### src/rtl/core/azvl_pkg.sv
// ---------------------------------------------------------------------------
// azvl_pkg - shared types and constants
// Register indexes, zone codes, smoother coefficients and the command and
// status words between the controller and the datapath.
// ---------------------------------------------------------------------------
package azvl_pkg;

  localparam int CFG_IDX_W = 3;
  localparam int CFG_DATA_W = 16;
  typedef logic [CFG_IDX_W-1:0] cfg_idx_t;

  localparam cfg_idx_t REG_SPAN_WIDTH = 3'd0;
  localparam cfg_idx_t REG_TRANS_WIDTH = 3'd1;
  localparam cfg_idx_t REG_INSIDE_VOLT = 3'd2;
  localparam cfg_idx_t REG_OUTSIDE_VOLT = 3'd3;
  localparam cfg_idx_t REG_CURVE_SPLIT = 3'd4;

  localparam int SPAN_W = 13;
  localparam int TRANS_W = 12;
  localparam int MV_W = 16;
  localparam int SPLIT_W = 8;

  localparam logic [SPAN_W-1:0] SPAN_RESET = 13'd1707;
  localparam logic [TRANS_W-1:0] TRANS_RESET = 12'd114;
  localparam logic [MV_W-1:0] INSIDE_RESET = 16'd500;
  localparam logic [MV_W-1:0] OUTSIDE_RESET = 16'd3000;
  localparam logic [SPLIT_W-1:0] SPLIT_RESET = 8'd77;

  localparam logic [SPLIT_W-1:0] SPLIT_MIN = 8'd26;
  localparam logic [SPLIT_W-1:0] SPLIT_MAX = 8'd230;

  typedef logic [1:0] zone_t;
  localparam zone_t ZONE_INSIDE = 2'd0;
  localparam zone_t ZONE_TRANS = 2'd1;
  localparam zone_t ZONE_OUTSIDE = 2'd2;
  localparam zone_t ZONE_IDLE = 2'd3;

  // smoother: s = (ALPHA*new + BETA*s + 2^15) >> 16
  localparam logic [11:0] ALPHA_Q16 = 12'd3277;
  localparam logic [15:0] BETA_Q16 = 16'd62259;
  localparam int STEP_MV = 5;

  // numerator factor and divisor width of the curve fraction
  localparam int FRAC_W = 24;

  typedef struct packed {
    logic load_in;
    logic eval_zone;
    logic mul_split;
    logic prep_frac;
    logic mul_num;
    logic div_start;
    logic take_curve;
    logic smooth_a;
    logic smooth_b;
    logic apply;
    logic emit;
  } cmd_t;

  typedef struct packed {
    logic active;
    logic in_curve;
    logic div_done;
    logic primed;
  } sts_t;

endpackage

### src/rtl/core/azvl_div.sv
// ---------------------------------------------------------------------------
// azvl_div - iterative divider
// Restoring division, one quotient bit per cycle. The numerator's upper part
// must be below the divisor so that the quotient fits in QW bits.
// ---------------------------------------------------------------------------
module azvl_div #(
  parameter int QW = 24,
  parameter int DW = 24
) (
  input  logic             clk,
  input  logic             rst,
  input  logic             start,
  input  logic [QW+DW-1:0] num,
  input  logic [DW-1:0]    den,
  output logic [QW-1:0]    quo,
  output logic             done
);

  localparam int CNT_W = $clog2(QW + 1);

  logic [DW-1:0]    rem;
  logic [DW-1:0]    dsr;
  logic [QW-1:0]    qsh;
  logic [CNT_W-1:0] cnt;
  logic             busy;
  logic [DW:0]      trial;
  logic             ge;

  assign trial = {rem, qsh[QW-1]};
  assign ge = trial >= {1'b0, dsr};
  assign quo = qsh;

  always_ff @(posedge clk) begin
    if (rst) begin
      busy <= 1'b0;
      done <= 1'b0;
      cnt <= '0;
    end else if (start) begin
      busy <= 1'b1;
      done <= 1'b0;
      cnt <= CNT_W'(QW);
    end else if (busy) begin
      cnt <= cnt - 1'b1;
      if (cnt == CNT_W'(1)) begin
        busy <= 1'b0;
        done <= 1'b1;
      end
    end
  end

  always_ff @(posedge clk) begin
    if (start) begin
      rem <= num[QW+DW-1:QW];
      qsh <= num[QW-1:0];
      dsr <= den;
    end else if (busy) begin
      rem <= ge ? DW'(trial - {1'b0, dsr}) : trial[DW-1:0];
      qsh <= {qsh[QW-2:0], ge};
    end
  end

endmodule

### src/rtl/core/azvl_dp.sv
// ---------------------------------------------------------------------------
// azvl_dp - limiter datapath
// Config registers, error wrap and zone sort, transition curve with its
// divider, smoother, apply threshold and the output word register.
// ---------------------------------------------------------------------------
module azvl_dp #(
  parameter int ANGLE_BITS = 12,
  parameter int VOLT_FRAC_BITS = 8
) (
  input  logic                        clk,
  input  logic                        rst,
  input  azvl_pkg::cmd_t              cmd,
  output azvl_pkg::sts_t              sts,
  input  logic                        cfg_we,
  input  azvl_pkg::cfg_idx_t          cfg_index,
  input  logic [azvl_pkg::CFG_DATA_W-1:0] cfg_data,
  input  logic                        in_active,
  input  logic [ANGLE_BITS-1:0]       in_target,
  input  logic [ANGLE_BITS-1:0]       in_measured,
  output logic [azvl_pkg::MV_W-1:0]   out_volt,
  output logic                        out_updated,
  output azvl_pkg::zone_t             out_zone
);

  import azvl_pkg::*;

  localparam int VW = MV_W + VOLT_FRAC_BITS;
  localparam int CW = (ANGLE_BITS + 1 > SPAN_W + 1) ? ANGLE_BITS + 1 : SPAN_W + 1;
  localparam int DDW = TRANS_W + 1;
  localparam int RW = SPLIT_W + DDW;
  localparam int NW = VW + FRAC_W;
  localparam int PW = VW + 12;
  localparam int SW = VW + 17;
  localparam logic [ANGLE_BITS-1:0] HALF_TURN = ANGLE_BITS'(1) << (ANGLE_BITS - 1);
  localparam logic [VW-1:0] STEP = VW'(STEP_MV) << VOLT_FRAC_BITS;
  localparam logic [SW-1:0] ROUND_HALF = SW'(1) << 15;

  logic [SPAN_W-1:0]     span_width;
  logic [TRANS_W-1:0]    transition_width;
  logic [MV_W-1:0]       inside_voltage;
  logic [MV_W-1:0]       outside_voltage;
  logic [SPLIT_W-1:0]    curve_split;

  logic                  act;
  logic [ANGLE_BITS-1:0] tgt;
  logic [ANGLE_BITS-1:0] meas;
  zone_t                 zone;
  logic                  updated;
  logic [DDW-1:0]        d;
  logic [RW-1:0]         rdd;
  logic [FRAC_W-1:0]     frac_n;
  logic [FRAC_W-1:0]     frac_d;
  logic [NW-1:0]         num;
  logic [VW-1:0]         nv;
  logic [PW-1:0]         prod;
  logic [VW-1:0]         smoothed;
  logic                  primed;
  logic [VW-1:0]         applied;
  logic                  applied_valid;

  logic [ANGLE_BITS-1:0] err;
  logic [ANGLE_BITS-1:0] efold;
  logic [CW-1:0]         e2;
  logic [CW-1:0]         sb;
  logic [CW-1:0]         tb;
  zone_t                 zone_c;
  logic [DDW-1:0]        dd;
  logic [SPLIT_W-1:0]    rc;
  logic [VW-1:0]         vi;
  logic [VW-1:0]         vo;
  logic                  rising;
  logic [VW-1:0]         mag;
  logic [RW+2:0]         d256;
  logic [RW+2:0]         dd256;
  logic [RW+2:0]         rdd_x;
  logic                  seg1;
  logic [RW+2:0]         lo;
  logic [RW+2:0]         sel;
  logic [VW-1:0]         quo;
  logic [VW-1:0]         off;
  logic [SW-1:0]         sum;
  logic [VW-1:0]         diff;

  // zone sort
  assign err = tgt - meas;
  assign efold = (err > HALF_TURN) ? ANGLE_BITS'(-err) : err;
  assign e2 = CW'({efold, 1'b0});
  assign sb = CW'(span_width);
  assign dd = {transition_width, 1'b0};
  assign tb = CW'(span_width) + CW'(dd);

  always_comb begin
    if (e2 <= sb) begin
      zone_c = ZONE_INSIDE;
    end else if (e2 <= tb) begin
      zone_c = ZONE_TRANS;
    end else begin
      zone_c = ZONE_OUTSIDE;
    end
  end

  // curve terms
  assign rc = (curve_split < SPLIT_MIN) ? SPLIT_MIN :
              (curve_split > SPLIT_MAX) ? SPLIT_MAX : curve_split;
  assign vi = {inside_voltage, VOLT_FRAC_BITS'(0)};
  assign vo = {outside_voltage, VOLT_FRAC_BITS'(0)};
  assign rising = vo >= vi;
  assign mag = rising ? vo - vi : vi - vo;

  assign d256 = (RW + 3)'({d, 8'h00});
  assign dd256 = (RW + 3)'({dd, 8'h00});
  assign rdd_x = (RW + 3)'(rdd);
  assign seg1 = d256 <= rdd_x;
  assign lo = dd256 - rdd_x;
  assign sel = seg1 ? rdd_x : lo;

  assign off = (quo > mag) ? mag : quo;

  assign sum = SW'(prod) + SW'(smoothed) * SW'(BETA_Q16) + ROUND_HALF;
  assign diff = (smoothed >= applied) ? smoothed - applied : applied - smoothed;

  assign sts.active = act;
  assign sts.in_curve = (zone_c == ZONE_TRANS);
  assign sts.primed = primed;

  azvl_div #(
    .QW(VW),
    .DW(FRAC_W)
  ) u_div (
    .clk  (clk),
    .rst  (rst),
    .start(cmd.div_start),
    .num  (num),
    .den  (frac_d),
    .quo  (quo),
    .done (sts.div_done)
  );

  always_ff @(posedge clk) begin
    if (rst) begin
      span_width <= SPAN_RESET;
      transition_width <= TRANS_RESET;
      inside_voltage <= INSIDE_RESET;
      outside_voltage <= OUTSIDE_RESET;
      curve_split <= SPLIT_RESET;
    end else if (cfg_we) begin
      unique case (cfg_index)
        REG_SPAN_WIDTH: span_width <= cfg_data[SPAN_W-1:0];
        REG_TRANS_WIDTH: transition_width <= cfg_data[TRANS_W-1:0];
        REG_INSIDE_VOLT: inside_voltage <= cfg_data[MV_W-1:0];
        REG_OUTSIDE_VOLT: outside_voltage <= cfg_data[MV_W-1:0];
        REG_CURVE_SPLIT: curve_split <= cfg_data[SPLIT_W-1:0];
        default: ;
      endcase
    end
  end

  // limiter state
  always_ff @(posedge clk) begin
    if (rst) begin
      smoothed <= '0;
      primed <= 1'b0;
      applied <= '0;
      applied_valid <= 1'b0;
    end else begin
      if (cmd.smooth_a && !primed) begin
        smoothed <= nv;
        primed <= 1'b1;
      end
      if (cmd.smooth_b) begin
        smoothed <= sum[VW+15:16];
      end
      if (cmd.apply && (!applied_valid || diff > STEP)) begin
        applied <= smoothed;
        applied_valid <= 1'b1;
      end
    end
  end

  // working registers
  always_ff @(posedge clk) begin
    if (cmd.load_in) begin
      act <= in_active;
      tgt <= in_target;
      meas <= in_measured;
      zone <= ZONE_IDLE;
      updated <= 1'b0;
    end
    if (cmd.eval_zone) begin
      zone <= zone_c;
      d <= DDW'(e2 - sb);
      nv <= (zone_c == ZONE_INSIDE) ? vi : vo;
    end
    if (cmd.mul_split) begin
      rdd <= RW'(rc) * RW'(dd);
    end
    if (cmd.prep_frac) begin
      frac_n <= seg1 ? FRAC_W'(d256) : FRAC_W'(lo) + FRAC_W'({d256 - rdd_x, 2'b00});
      frac_d <= FRAC_W'({sel, 2'b00}) + FRAC_W'(sel);
    end
    if (cmd.mul_num) begin
      num <= NW'(mag) * NW'(frac_n) + NW'(frac_d[FRAC_W-1:1]);
    end
    if (cmd.take_curve) begin
      nv <= rising ? vi + off : vi - off;
    end
    if (cmd.smooth_a) begin
      prod <= PW'(nv) * PW'(ALPHA_Q16);
    end
    if (cmd.apply && (!applied_valid || diff > STEP)) begin
      updated <= 1'b1;
    end
    if (cmd.emit) begin
      out_volt <= applied[VW-1:VOLT_FRAC_BITS];
      out_updated <= updated;
      out_zone <= zone;
    end
  end

endmodule

### src/rtl/core/azvl_ctrl.sv
// ---------------------------------------------------------------------------
// azvl_ctrl - limiter sequencer
// Steps one tick through zone sort, curve, smoother and apply, and owns the
// input and output handshakes.
// ---------------------------------------------------------------------------
module azvl_ctrl (
  input  logic           clk,
  input  logic           rst,
  input  logic           in_valid,
  output logic           in_ready,
  output logic           out_valid,
  input  logic           out_ready,
  output azvl_pkg::cmd_t cmd,
  input  azvl_pkg::sts_t sts
);

  import azvl_pkg::*;

  localparam logic [3:0] S_IDLE = 4'd0;
  localparam logic [3:0] S_ZONE = 4'd1;
  localparam logic [3:0] S_SPLIT = 4'd2;
  localparam logic [3:0] S_FRAC = 4'd3;
  localparam logic [3:0] S_NUM = 4'd4;
  localparam logic [3:0] S_DIV = 4'd5;
  localparam logic [3:0] S_WAIT = 4'd6;
  localparam logic [3:0] S_CURVE = 4'd7;
  localparam logic [3:0] S_SMA = 4'd8;
  localparam logic [3:0] S_SMB = 4'd9;
  localparam logic [3:0] S_APPLY = 4'd10;
  localparam logic [3:0] S_EMIT = 4'd11;

  logic [3:0] state;
  logic [3:0] state_next;
  logic       out_free;

  assign in_ready = (state == S_IDLE);
  assign out_free = !out_valid || out_ready;

  always_comb begin
    state_next = state;
    cmd = '0;
    unique case (state)
      S_IDLE: begin
        if (in_valid) begin
          cmd.load_in = 1'b1;
          state_next = S_ZONE;
        end
      end
      S_ZONE: begin
        cmd.eval_zone = sts.active;
        if (!sts.active) begin
          state_next = S_EMIT;
        end else if (sts.in_curve) begin
          state_next = S_SPLIT;
        end else begin
          state_next = S_SMA;
        end
      end
      S_SPLIT: begin
        cmd.mul_split = 1'b1;
        state_next = S_FRAC;
      end
      S_FRAC: begin
        cmd.prep_frac = 1'b1;
        state_next = S_NUM;
      end
      S_NUM: begin
        cmd.mul_num = 1'b1;
        state_next = S_DIV;
      end
      S_DIV: begin
        cmd.div_start = 1'b1;
        state_next = S_WAIT;
      end
      S_WAIT: begin
        if (sts.div_done) begin
          state_next = S_CURVE;
        end
      end
      S_CURVE: begin
        cmd.take_curve = 1'b1;
        state_next = S_SMA;
      end
      S_SMA: begin
        cmd.smooth_a = 1'b1;
        state_next = sts.primed ? S_SMB : S_APPLY;
      end
      S_SMB: begin
        cmd.smooth_b = 1'b1;
        state_next = S_APPLY;
      end
      S_APPLY: begin
        cmd.apply = 1'b1;
        state_next = S_EMIT;
      end
      S_EMIT: begin
        if (out_free) begin
          cmd.emit = 1'b1;
          state_next = S_IDLE;
        end
      end
      default: state_next = S_IDLE;
    endcase
  end

  always_ff @(posedge clk) begin
    if (rst) begin
      state <= S_IDLE;
      out_valid <= 1'b0;
    end else begin
      state <= state_next;
      if (cmd.emit) begin
        out_valid <= 1'b1;
      end else if (out_ready) begin
        out_valid <= 1'b0;
      end
    end
  end

endmodule

### src/rtl/core/angle_zone_voltage_limiter.sv
// ---------------------------------------------------------------------------
// angle_zone_voltage_limiter - angle-error driven voltage limit
// Wraps the angle error, sorts it into inside / transition / outside zones,
// shapes the limit over the transition zone, smooths it and applies it when
// it moves by more than 5 mV.
//
//   channel  signals                               role
//   s_       tvalid tready tdata tuser             tick words in
//   m_       tvalid tready tdata tuser             limit words out
//   cfg_     valid ready index data                register writes
//
// An inactive tick goes straight to the output step. Inside and outside zones
// skip the curve, and the smoother blend step runs only once the smoother is
// primed. The transition zone forms the curve offset with the bit-serial
// divider (one quotient bit per cycle, 16 + VOLT_FRAC_BITS bits).
// One tick is worked at a time; the output register holds a finished word
// while the next tick is taken, and a stalled m_ side holds the sequencer
// in its last step. Reset loads the register defaults and clears the
// smoother and the applied limit; no clearing pass.
// ---------------------------------------------------------------------------
module angle_zone_voltage_limiter #(
  parameter int ANGLE_BITS = 12,
  parameter int VOLT_FRAC_BITS = 8
) (
  input  logic                                clk,
  input  logic                                rst,
  input  logic                                s_tvalid,
  output logic                                s_tready,
  // set angle, sensor angle
  input  logic [((2*ANGLE_BITS+7)/8)*8-1:0]   s_tdata,
  // active
  input  logic                                s_tuser,
  output logic                                m_tvalid,
  input  logic                                m_tready,
  // applied limit, mV
  output logic [azvl_pkg::MV_W-1:0]           m_tdata,
  // limit_updated, zone
  output logic [2:0]                          m_tuser,
  input  logic                                cfg_valid,
  output logic                                cfg_ready,
  input  azvl_pkg::cfg_idx_t                  cfg_index,
  input  logic [azvl_pkg::CFG_DATA_W-1:0]     cfg_data
);

  import azvl_pkg::*;

  cmd_t  cmd;
  sts_t  sts;
  logic  out_updated;
  zone_t out_zone;

  assign cfg_ready = 1'b1;
  assign m_tuser = {out_zone, out_updated};

  azvl_ctrl u_ctrl (
    .clk      (clk),
    .rst      (rst),
    .in_valid (s_tvalid),
    .in_ready (s_tready),
    .out_valid(m_tvalid),
    .out_ready(m_tready),
    .cmd      (cmd),
    .sts      (sts)
  );

  azvl_dp #(
    .ANGLE_BITS    (ANGLE_BITS),
    .VOLT_FRAC_BITS(VOLT_FRAC_BITS)
  ) u_dp (
    .clk        (clk),
    .rst        (rst),
    .cmd        (cmd),
    .sts        (sts),
    .cfg_we     (cfg_valid && cfg_ready),
    .cfg_index  (cfg_index),
    .cfg_data   (cfg_data),
    .in_active  (s_tuser),
    .in_target  (s_tdata[ANGLE_BITS-1:0]),
    .in_measured(s_tdata[2*ANGLE_BITS-1:ANGLE_BITS]),
    .out_volt   (m_tdata),
    .out_updated(out_updated),
    .out_zone   (out_zone)
  );

endmodule

### config.mk
export PLATFORM = sky130hd
export DESIGN_NAME = angle_zone_voltage_limiter
export DESIGN_NICKNAME = d
export VERILOG_FILES = /design/src/rtl/core/azvl_pkg.sv /design/src/rtl/core/azvl_div.sv /design/src/rtl/core/azvl_dp.sv /design/src/rtl/core/azvl_ctrl.sv /design/src/rtl/core/angle_zone_voltage_limiter.sv
export SDC_FILE = /design/constraint.sdc
export NUM_CORES = 2
export LEC_CHECK = 0
export ABC_AREA = 0
export BUFFER_PORTS_ARGS = -buffer_cell sky130_fd_sc_hd__buf_4
export CORE_ASPECT_RATIO = 1.4
export CORE_MARGIN = 2
export CORE_UTILIZATION = 45
export DETAILED_ROUTE_END_ITERATION = 12
export PLACE_DENSITY_LB_ADDON = 0.2
export RECOVER_POWER = 50
export SETUP_SLACK_MARGIN = 0.5
export SYNTH_ARGS = -nofsm -noshare
export SYNTH_HDL_FRONTEND = slang
export SYNTH_SLANG_ARGS = --single-unit
export TNS_END_PERCENT = 1
### constraint.sdc
create_clock -name clk -period 12.7 [get_ports clk]
set_clock_uncertainty 0.15 [all_clocks]
set_input_delay 1.27 -clock clk [delete_from_list [all_inputs] [get_ports clk]]
set_output_delay 1.27 -clock clk [all_outputs]
set_load 0.02 [all_outputs]
**Word-level counts from Yosys, hierarchy flattened**

Cells that the tools add are included.

- Word-level logic and storage cells: 161
- Input port bits: 49
- Bits in registers: 435

- Multiplexer cells: 50
- Reduce and logical (&&, ||, !) cells: 23
- $mul: 4
- Eq/ne operators: 20
- $lt $le $gt $ge: 11
- $add $sub $neg: 19

Operator list:

| kind | number |
|---|---|
| $mux W24 | 15 |
| $sub A24 B24 Y24 | 6 |
| $add A24 B24 Y24 | 3 |
| $add A48 B23 Y48 | 1 |
| $ge A24 B24 Y1 | 2 |
| $mul A24 B24 Y48 | 1 |
| $pmux W4 S12 | 1 |
| $sub A21 B21 Y22 | 2 |
| $add A36 B40 Y40 | 1 |
| $add A40 B16 Y40 const B | 1 |
| $mul A24 B16 Y40 const B | 1 |
| $mul A24 B12 Y36 const B | 1 |
| $ge A25 B24 Y1 | 1 |
| $gt A24 B11 Y1 const B | 1 |
| $gt A24 B24 Y1 | 1 |
| $le A21 B21 Y1 | 1 |
| $mux W21 | 1 |
| $mul A8 B12 Y20 | 1 |
| $mux W4 | 5 |
| $mux W1 | 18 |
| $eq A4 B3 Y1 const B | 4 |
| $eq A4 B4 Y1 const B | 4 |
| $mux W8 | 2 |
| $add A13 B13 Y14 | 1 |
| 31 further kinds | 52 |

**Logic depth before layout (Yosys ltp)**

- Word-level depth: 10
- Gate-level depth with buffers: 47

**Modules after synthesis**

From an unflattened synthesis, not the netlist that was laid out.

- Cells, all modules: 6111
- Area, all modules: 58034.4 µm²

Modules (own cells, without submodules):

| module | cells each | times used | area an instance (µm²) | sequential area each (µm²) |
|---|---|---|---|---|
| azvl_dp | 5661 | 1 | 53072.2 | 9318.9 |
| azvl_div | 390 | 1 | 4549.4 | 2302.2 |
| azvl_ctrl | 57 | 1 | 394.1 | 100.1 |
| angle_zone_voltage_limiter | 3 | 1 | 18.8 | 0.0 |

**Least setup slack after synthesis**

No wires, ideal clock.

- Path type: reg-to-reg
- From: register u_dp.inside_voltage[1]
- To: register u_dp.num[46] (data pin)
- Library setup time: 0.265 ns
- Setup slack: 2.002 ns
- Cell stages (with the launch flop): 43
- Arrival: 10.283 ns
- Cells stage by stage: dfxtp_1 inv_1 fa_1 a21o_1 a211o_1 a221oi_1 o21ai_1 a221o_1 clkbuf_1 and2_1 a211o_1 a21o_1 o221ai_1 nor2b_1 xnor2_1 clkbuf_1 and2_1 fa_1 (+7 left out) fa_1 fa_1 inv_1 fa_1 inv_1 ha_1 clkbuf_1 a21o_1 a21oi_1 nor2b_1 o21a_1 or4_1 nand3_1 a31oi_1 and3_1 a2111oi_0 o21ai_0 xor2_1

- Longest elaborated chain between the ends: 4
- Elaborated cells on any way between the ends: 6
- Those cells by class: add/sub (3); mul (1); order compare (1); mux (1)

Ends and longest elaborated chain:

| what | line | source |
|---|---|---|
| start: declaration | azvl_dp.sv:40 | `logic [MV_W-1:0] inside_voltage;` |
| start signal: assignment | azvl_dp.sv:150 | `REG_INSIDE_VOLT: inside_voltage <= cfg_data[MV_W-1:0];` |
| $sub A24 B24 Y24 / $ge A24 B24 Y1 (equally long branches) | azvl_dp.sv:108, azvl_dp.sv:107 |  |
| $mux W24 (*) | azvl_dp.sv:108 | `assign mag = rising ? vo - vi : vi - vo;` |
| $mul A24 B24 Y48 (*) | azvl_dp.sv:202 | `num <= NW'(mag) * NW'(frac_n) + NW'(frac_d[FRAC_W-1:1]);` |
| $add A48 B23 Y48 (*) | azvl_dp.sv:202 |  |
| end signal: assignment | azvl_dp.sv:202 |  |
| end: declaration | azvl_dp.sv:53 | `logic [NW-1:0] num;` |

Every way passes the cells marked *; elsewhere a longest branch is shown, timed or not.
A chain may end at the register's enable or synchronous reset.

**Final worst setup path**

- From: register u_dp.inside_voltage[0]
- To: register u_dp.num[46] (data pin)

Same word-level chain as after synthesis.

==> metrics.csv <==
metric,value,unit
grt_pass1_vias,45752,
hold_viol,0,
dp_hpwl,126,mm
critPathRequiredTime,12.92,ns
stdcell_count,7782,
worst_slew_pin_slew,4.26,ns
first_pass_iters,5,
utilization,0.485,
yosysTopAreaCellShare,0.234,
period_share,0.913,
portBuffers,69,
async_flop_share,0,
placed_cells,7681,
critPathLaunchType,flip-flop,
fmax,86.2,MHz
gp_congestion,0.909,
dr_wl_met3,4.36,mm
die_w,306,um
grt_setup_unrepaired,true,
r2r_start,u_dp.inside_voltage[0],
fp-row-count,155,
crit_path_end_kind,flip-flop,
ys_ff_latch,432,
cts_buffer_depth,3,
post_cts_buffers,0,
setup-tns-final,0,ns
ios,71,
failed_checks,"max-capacitance violations, max-slew violations",
core,127000,um^2
initial_utilization,0.452,
drc_errors,0,
grt_max_degree,91,
highest-signal-layer,met5,
area_growth_syn_to_layout,7.18,%
cp_max_fo,23,
relSlewSlack,-1.84,
reg2regPathDepth,41,
crit_path_top_delay_cell,a221o_2,
yosys_warnings,0,
r2r_setup_slack,1.10,ns
syn-cell-area,57500,um^2
slew_viol_final,345,
grt-ovfl-total,0,
drt_iter0_drc,2070,
met1_length,57.5,mm
drt-wirelength-per-cell,20.0,um
status,finished with violations,
htree_num_levels,2,
cts_buffers,53,
synth.area.top_cells,"fa_1 (23%), ha_1 (18%), edfxtp_1 (16%)",
die-height,427,um
synth_fp_nets,7640,
dieArea,131000,um^2
clock_latency,0.68,ns
synth_edf_count,304,
arrival,11.82,ns
cts-hold-fix-buffers,0,
min_from,u_dp.zone[1],
wl_met2,84.1,mm
min_to,u_dp.out_zone[1],
cts.sinks,432,
synthCells,6103,
drive_gt1_frac,0.0437,
drv_cap,7,
synth_top_area_cell,fa_1,
fin_crit,11.60,ns
fin_nets,7625,
hold-path-cell-count,0,
crit_top_cell,fa_1,
r2r-end,u_dp.num[46],
vias,42178,
clk_pin_slew,0.06,ns
cpPeakStageDelay,0.54,ns
clock-root-buffer,clkbuf_16,
ys_types,87,
hold_path_class,flip-flop to flip-flop,
grt_pass1_wl,251,mm
path_class,flip-flop to flip-flop,
antenna_found_initial,6,
synth_seq_area_share,0.203,
drt-total-wl,156,mm
whs,0.267,ns
grtUsageTotal,0.246,
ant_nets,0,
viasPerCell,5.42,
cts_tree,built,
finalSetupViolations,0,
synth.avg_cell_area,9.43,um^2
synth_top_flop_cell,edfxtp_1,
-- synth_stat cells (all sizes together) (90+ instances only) --
master and instances:
ha 816, and2 234, inv 1091, mux2i 108, edfxtp 304, o21ai 191
a21oi 306, nor2b 90, xnor2 192, clkbuf 155, fa 672, dfxtp 128
nor2 246, a21o 124, nand2 602
-- flip-flops by register name, summed over array words and instances (netlist names), 13 cells and up --
signal,flops
u_dp.num,48
u_dp.prod,36
u_dp.applied,24
u_dp.nv,24
u_dp.smoothed,24
u_dp.u_div.quo,24
u_dp.u_div.rem,24
u_dp.frac_d,23
u_dp.frac_n,23
u_dp.u_div.dsr,23
u_dp.rdd,20
u_dp.inside_voltage,16
u_dp.out_volt,16
u_dp.outside_voltage,16
u_dp.d,13
u_dp.span_width,13
-- per-layer routing --
layer	global-route usage	vias to the layer above
met5	0	-
met4	0.133	10
met3	0.0207	388
met2	0.477	821
met1	0.263	20953
li1	-	20006
-- stage by stage --
step | setup WS [ns] | instance area, um^2
after detailed placement | 0.753 | 59900
after CTS | 0.657 | 61800
after floorplan | 2.00 | 57500
final | 1.10 | 61700
after global placement | 0.891 | 59900
after global routing | 0.437 | 61700
-- worst max path at each step --
| stage | from | to | slack (ns) | cells after the start |
|---|---|---|---|---|
| CTS | u_dp.inside_voltage[1] | u_dp.num[46] | 0.66 | 41 |
| finish | u_dp.inside_voltage[0] | u_dp.num[46] | 1.10 | 41 |
| global placement | u_dp.inside_voltage[1] | u_dp.num[46] | 0.89 | 41 |
| floorplan | u_dp.inside_voltage[1] | u_dp.num[46] | 2.00 | 42 |
| detailed placement | u_dp.inside_voltage[1] | u_dp.num[46] | 0.75 | 41 |
| global route | u_dp.inside_voltage[0] | u_dp.num[46] | 0.44 | 43 |
-- layout make-up --
class	instances	area (um^2)
Fill cell	12107	65600
Inverter	1092	4100
Antenna cell	1	2.50
Timing Repair Buffer	119	792
Clock inverter	33	422
Multi-Input combinational cell	4390	41200
Clock buffer	67	1420
Tap cell	1648	2060
Sequential cell	432	11700
-- layout by cell type (no fill, tap or decap), drive strengths merged, types with 66 or more instances in the layout --
| cell type | count |
|---|---|
| inv | 1099 |
| ha | 816 |
| fa | 672 |
| nand2 | 602 |
| a21oi | 306 |
| edfxtp | 304 |
| nor2 | 246 |
| and2 | 234 |
| xnor2 | 192 |
| o21ai | 191 |
| dfxtp | 128 |
| a21o | 124 |
| clkbuf | 120 |
| mux2i | 108 |
| nor2b | 90 |
| nand2b | 85 |
| xor2 | 78 |
| nor3 | 74 |
| buf | 66 |
-- kinds of logic (layout without fill, tap and decap cells) --
kind of cell | count (synthesis) | in the layout | share of synthesized area
simple gates | 1535 | 1535 | 0.129
fa+ha+maj | 1488 | 1488 | 0.411
buf+inv | 1281 | 1311 | 0.0843
compound gates | 964 | 964 | 0.107
flops | 432 | 432 | 0.203
xor+xnor | 270 | 270 | 0.0411
mux | 132 | 132 | 0.0235
other cells | 1 | 2 | 0.0000652
-- worst max-delay path, delay by kind of cell, from the launching register on --
| kind | cells | cell delay, ns |
|---|---|---|
| AO/OA/AOI/OAI | 14 | 3.61 |
| multiplexers | 2 | 0.66 |
| adder cells (fa/ha/maj) | 10 | 4.37 |
| flip-flops | 1 | 0.30 |
| AND/OR/NAND/NOR | 6 | 1.19 |
| XOR/XNOR | 1 | 0.16 |
| buffers and inverters | 8 | 0.84 |
-- repair_timing --
| action | 4_1_cts | 5_1_grt |
|---|---|---|
| endpoints found under the setup margin | 0 | 7 |
| resized for setup | 0 | 7 |
| hold endpoints to repair | 0 | 0 |
Power is not shown: default switching activity piles up to over one toggle a cycle in this logic, so the estimate is an artifact.
